`config.mk`:
```
export PLATFORM = sky130hd
export DESIGN_NAME = lp_cell
export DESIGN_NICKNAME = d
export VERILOG_FILES = /design/src/rtl/core/lp_pkg.sv /design/src/rtl/core/lp_cell.sv
export SDC_FILE = /design/constraint.sdc
export NUM_CORES = 2
export LEC_CHECK = 0
export BUFFER_PORTS_ARGS = -buffer_cell sky130_fd_sc_hd__buf_2
export CAP_MARGIN = 25
export CORE_MARGIN = 3
export CORE_UTILIZATION = 69
export CTS_CLUSTER_SIZE = 20
export DETAILED_ROUTE_END_ITERATION = 10
export PLACE_DENSITY = 0.87
export SYNTH_ARGS = -nofsm -noshare
export SYNTH_HDL_FRONTEND = slang
export SYNTH_SLANG_ARGS = --single-unit
export TNS_END_PERCENT = 30
```
`constraint.sdc`:
```
create_clock -name i_clk -period 18.4 [get_ports i_clk]
set_clock_uncertainty 0.1 [all_clocks]
set_input_delay 0.92 -clock i_clk [delete_from_list [all_inputs] [get_ports i_clk]]
set_output_delay 0.92 -clock i_clk [all_outputs]
set_load 0.05 [all_outputs]
```
`src/rtl/core/lp_pkg.sv`:
```
// shared constants and types for the legendre value and slope core
`default_nettype none
package lp_pkg;
    localparam int MAX_DEGREE_DEF = 32;
    localparam int FRAC_BITS = 30;
    localparam logic signed [31:0] ONE_Q = 32'(64'sd1 <<< FRAC_BITS);

    localparam logic [1:0] STAT_OK  = 2'd0;
    localparam logic [1:0] STAT_DEG = 2'd1;
    localparam logic [1:0] STAT_PT  = 2'd2;

    typedef struct packed {
        logic               vld;
        logic [5:0]         deg;
        logic signed [31:0] x;
        logic signed [31:0] pp;
        logic signed [31:0] pc;
    } t_cell_bus;

    typedef enum logic [1:0] {
        TOP_IDLE,
        TOP_CHAIN,
        TOP_SLOPE,
        TOP_FIN
    } t_top_state;

    typedef enum logic [2:0] {
        SLP_IDLE,
        SLP_MUL,
        SLP_PREP,
        SLP_CHECK,
        SLP_DIV,
        SLP_ROUND,
        SLP_FIN
    } t_slp_state;
endpackage
`default_nettype wire

```
`src/rtl/core/lp_cell.sv`:
```
// recurrence cell, five stages: P_IDX from P_(IDX-1), P_(IDX-2) if IDX <= deg
`default_nettype none
module lp_cell #(
    parameter int IDX = 2
) (
    input  wire logic              i_clk,
    input  wire logic              i_rst_n,
    input  wire lp_pkg::t_cell_bus i_bus,
    output lp_pkg::t_cell_bus      o_bus
);
    localparam logic [31:0] RECIP = 32'((64'd1 << 32) / IDX);
    localparam logic signed [39:0] IDX_S = 40'(IDX);
    localparam logic signed [39:0] HALF_S = 40'(IDX / 2);
    localparam logic [61:0] RND = 62'(1) << (lp_pkg::FRAC_BITS - 1);
    localparam logic signed [39:0] ONE_S = 40'(lp_pkg::ONE_Q);

    lp_pkg::t_cell_bus r_b1, r_b2, r_b3, r_b4, r_b5;
    logic [61:0]        r1_prod;
    logic               r1_neg;
    logic signed [39:0] r2_a, r2_b, r3_a, r4_a;
    logic [31:0]        r3_u, r4_u;
    logic               r3_nneg, r3_xneg, r4_nneg, r4_xneg;
    logic [63:0]        r4_prod;

    logic [30:0]        n_ax, n_apc;
    logic [32:0]        n_m;
    logic signed [39:0] n_t, n_num, n_xv, n_uw;
    logic signed [39:0] n_q0, n_rem, n_d, n_f, n_q, n_qc;
    lp_pkg::t_cell_bus  n_b5;

    always_comb begin
        n_ax  = 31'(i_bus.x[31] ? -i_bus.x : i_bus.x);
        n_apc = 31'(i_bus.pc[31] ? -i_bus.pc : i_bus.pc);
        // round product to nearest, ties away from zero
        n_m = 33'((r1_prod + RND) >> lp_pkg::FRAC_BITS);
        n_t = r1_neg ? -$signed({7'd0, n_m}) : $signed({7'd0, n_m});
        // num = IDX*A + B where A = 2t - pp and B = pp - t
        n_num = IDX_S * r2_a + r2_b;
        n_xv  = n_num[39] ? HALF_S - r2_b : r2_b + HALF_S;
        n_uw  = n_xv[39] ? IDX_S - 40'sd1 - n_xv : n_xv;
        // reciprocal quotient is low by at most one
        n_q0  = $signed({8'd0, r4_prod[63:32]});
        n_rem = $signed({8'd0, r4_u}) - n_q0 * IDX_S;
        n_d   = (n_rem >= IDX_S) ? n_q0 + 40'sd1 : n_q0;
        n_f   = r4_xneg ? -n_d : n_d;
        n_q   = r4_nneg ? r4_a - n_f : r4_a + n_f;
        if (n_q > ONE_S) begin
            n_qc = ONE_S;
        end else if (n_q < -ONE_S) begin
            n_qc = -ONE_S;
        end else begin
            n_qc = n_q;
        end
        n_b5 = r_b4;
        if (7'(IDX) <= {1'b0, r_b4.deg}) begin
            n_b5.pp = r_b4.pc;
            n_b5.pc = 32'(n_qc);
        end
    end

    always_ff @(posedge i_clk) begin
        if (!i_rst_n) begin
            r_b1.vld <= 1'b0;
            r_b2.vld <= 1'b0;
            r_b3.vld <= 1'b0;
            r_b4.vld <= 1'b0;
            r_b5.vld <= 1'b0;
        end else begin
            r_b1.vld <= i_bus.vld;
            r_b2.vld <= r_b1.vld;
            r_b3.vld <= r_b2.vld;
            r_b4.vld <= r_b3.vld;
            r_b5.vld <= n_b5.vld;
        end
    end

    always_ff @(posedge i_clk) begin
        {r_b1.deg, r_b1.x, r_b1.pp, r_b1.pc} <= {i_bus.deg, i_bus.x, i_bus.pp, i_bus.pc};
        {r_b2.deg, r_b2.x, r_b2.pp, r_b2.pc} <= {r_b1.deg, r_b1.x, r_b1.pp, r_b1.pc};
        {r_b3.deg, r_b3.x, r_b3.pp, r_b3.pc} <= {r_b2.deg, r_b2.x, r_b2.pp, r_b2.pc};
        {r_b4.deg, r_b4.x, r_b4.pp, r_b4.pc} <= {r_b3.deg, r_b3.x, r_b3.pp, r_b3.pc};
        {r_b5.deg, r_b5.x, r_b5.pp, r_b5.pc} <= {n_b5.deg, n_b5.x, n_b5.pp, n_b5.pc};
        r1_prod <= 62'(n_ax) * 62'(n_apc);
        r1_neg  <= i_bus.x[31] ^ i_bus.pc[31];
        r2_a    <= (n_t <<< 1) - 40'(r_b1.pp);
        r2_b    <= 40'(r_b1.pp) - n_t;
        r3_a    <= r2_a;
        r3_u    <= 32'(n_uw);
        r3_nneg <= n_num[39];
        r3_xneg <= n_xv[39];
        r4_prod <= 64'(r3_u) * 64'(RECIP);
        r4_u    <= r3_u;
        r4_a    <= r3_a;
        r4_nneg <= r3_nneg;
        r4_xneg <= r3_xneg;
    end

    assign o_bus = r_b5;
endmodule
`default_nettype wire

```
==> qor.txt <==
Worst Path Required = 18.87 ns
PortBufs = 207
cts hold-fix bufs = 0
Netlist Area Pre-Place = 59,000 um^2
CTS tree = done
initial antenna violation count = 15
Initial Utilization = 0.701
min-delay worst type = flip-flop to flip-flop
Netlist cell types = 89
Starting DRT DRC Count = 4,317
routed vias/inst = 6.05
most used cell, CP = fa_1
share of cells above drive strength 1 = 0.0871
Fmax = 83.3 MHz
clk_lat worst skew = 0.65 ns
commonest non-fill, non-tap cells in the layout = inv_1 (1,010), fa_1 (839), dfxtp_1 (772), nand2_1 (646), nor2_1 (623)
Core ar. = 84,200 um^2
GRT overflow = 0
vias in the first global route = 47,300
Reg clk slew, reported paths = 0.06 ns
worst path bufs/invs = 5
DRC = 0
Worst path slowest cell = o41ai_1
WP data arrival = 12.48 ns
Setup crit end kind = flip-flop
largest net degree at the start of global routing = 64
RSZ-0062 raised after global routing = no
Clock Sinks = 772
HPWL Detailed = 137,000 um
sequential share of the synthesized area = 0.262
Avg Cell Area, Syn = 9.47 um^2
status = finished, final reports clean
DR WL/cell = 23.5 um
Slew Limit Fails = 0
number of flops mapped to enable cells by yosys = 0
final WL = 178,000 um
Max Cap Viol = 0
critical path class = primary input to flip-flop
post-route ant nets = 0
Slew @ Worst Pin = 1.16 ns
final worst-path cycle share = 0.653
Longest Clk Path Bufs = 3
Main synth FF type = dfxtp_1
Final setup viols = 0
overall routing resource usage = 0.402
CTS buffer count = 74
largest stage delay on the critical path = 0.81 ns
asr flop ratio synth = 0
cells after synthesis = 6,232
FF+latch count, synth = 772
Setup TNS Final = 0 ns
Area growth syn-to-layout = 9.23%
most common cell after layout, fill and taps aside = inv_1
relative slew slack = 0.221
Worst Path Max Fanout = 8
Final Hold Fails = 0
Layout Nets = 7,770
die area = 89,100 um^2
crit-path leading delay family = adder cells
first-pass GRT wire length = 272,000 um
routed vias = 46,000
CTS root buffer = clkbuf_16
Gates resized, CTS repair = 0
Period minus WS final = 12.01 ns
number of I/O pins = 208
die height = 299 um
Die W = 299 um
routability cong. = 1.04
1st-pass router iterations = 8
YS warnings = 0
syn_nets = 7,590
setup bufs post-CTS = 0
crit path launch type = primary input
H-Tree Depth = 3
row count = 106
[logic make-up after synthesis]
| family | after synthesis | share of synthesized area |
|---|---|---|
| AOI/OAI and AO/OA | 750 | 0.0828 |
| and+or+nand+nor | 1750 | 0.131 |
| DFF | 772 | 0.262 |
| xor gates and xnor gates | 427 | 0.0637 |
| muxes | 52 | 0.00956 |
| buffers and inverters | 1228 | 0.0789 |
| adders and majority gates | 1253 | 0.372 |
[worst reg2reg max path: stages, from the launching register on]
cell and delay [ns]:
dfxtp_1 0.35, inv_1 0.13, ha_1 0.32, nor2b_1 0.36, nand4_1 0.45, or2_1 0.51
mux2_2 0.31, o31ai_1 0.30, and4_1 0.28, nor2b_1 0.28, a21oi_1 0.13, xnor2_1 0.15
ha_1 0.35, and3_1 0.23, a221oi_1 0.24, nand2b_1 0.17, o21ai_1 0.09, nor3_1 0.20
a211oi_1 0.14, or4b_1 0.62, or4b_1 0.53, or4b_1 0.52, o41ai_1 0.42, a31o_1 0.50
buf_8 0.24, a22o_1 0.19
[routing by layer]
metal / track usage / part of all wire
met1: 0.491 / 0.36
met2: 0.625 / 0.44
met3: 0.138 / 0.13
met4: 0.234 / 0.073
met5: 0 / 0.00012
[state kept, by name (all words and copies together), names as in the netlist]
signal   flops
n_b5        39
r_b3       102
o_bus      103
r3_xneg      1
r1_prod     33
r_b4        63
r3_nneg      1
r4_xneg      1
r3_a        40
r3_u        31
r2_a        40
r_b2       102
r4_prod     31
r1_neg       1
r4_nneg      1
r_b1       103
r4_a        40
r2_b        40
[cells in the mapped netlist, types with 33 or more instances]
master | instances | share of area
ha_1 | 414 | 0.088
or3_1 | 39 | 0.0041
o31ai_1 | 34 | 0.0043
fa_1 | 839 | 0.28
nor3_1 | 68 | 0.0058
nand2b_1 | 37 | 0.0039
a21oi_1 | 195 | 0.017
mux2_2 | 34 | 0.0065
inv_1 | 1010 | 0.064
o21ai_0 | 161 | 0.014
nand2_1 | 646 | 0.041
o21a_1 | 37 | 0.0047
clkbuf_1 | 202 | 0.013
nand4_1 | 41 | 0.0043
nor2_1 | 624 | 0.040
xor2_1 | 177 | 0.026
xnor2_1 | 249 | 0.037
and2_1 | 44 | 0.0047
and3_1 | 33 | 0.0035
a21o_1 | 81 | 0.010
dfxtp_1 | 772 | 0.26
nand3_1 | 80 | 0.0068
[metrics by stage]
stage               setup slack, ns  cell area (um^2)  hold slack (ns)   util  std cells
floorplan                      7.82             59000            0.210      -       6232
global placement               6.34             61900            0.209  0.735       7462
detailed placement             6.10             61900            0.212  0.735       7465
CTS                            6.66             64400            0.217  0.765       7591
global route                   5.90             64500            0.227  0.766       7600
finish                         6.39             64500            0.216  0.766       7607
[area by class of cell]
type	instances	area, um^2
flip-flops and latches	772	15500
repair buffers	320	1920
multi-input cells	4232	39400
clock buffers	97	2110
inverters	1012	3800
well taps	1134	1420
fillers	5576	19700
clock inverters	29	398
diodes	11	27.5
[path summary, 6_finish.rpt]
kind	start	to	slack, ns	cells after the start
setup / recovery	i_bus[77]	r1_prod[60]$_DFF_P_	6.39	36
hold / removal	r_b2[30]$_DFF_P_	r_b3[30]$_DFF_P_	0.22	0
setup reg to reg	r4_prod[32]$_DFF_P_	o_bus[20]$_DFF_P_	10.19	25
hold reg to reg	r_b2[30]$_DFF_P_	r_b3[30]$_DFF_P_	0.22	0
Power is left out: the tool's default activity adds up to more than one toggle a clock period on the data nets, which glitch-free logic cannot reach.
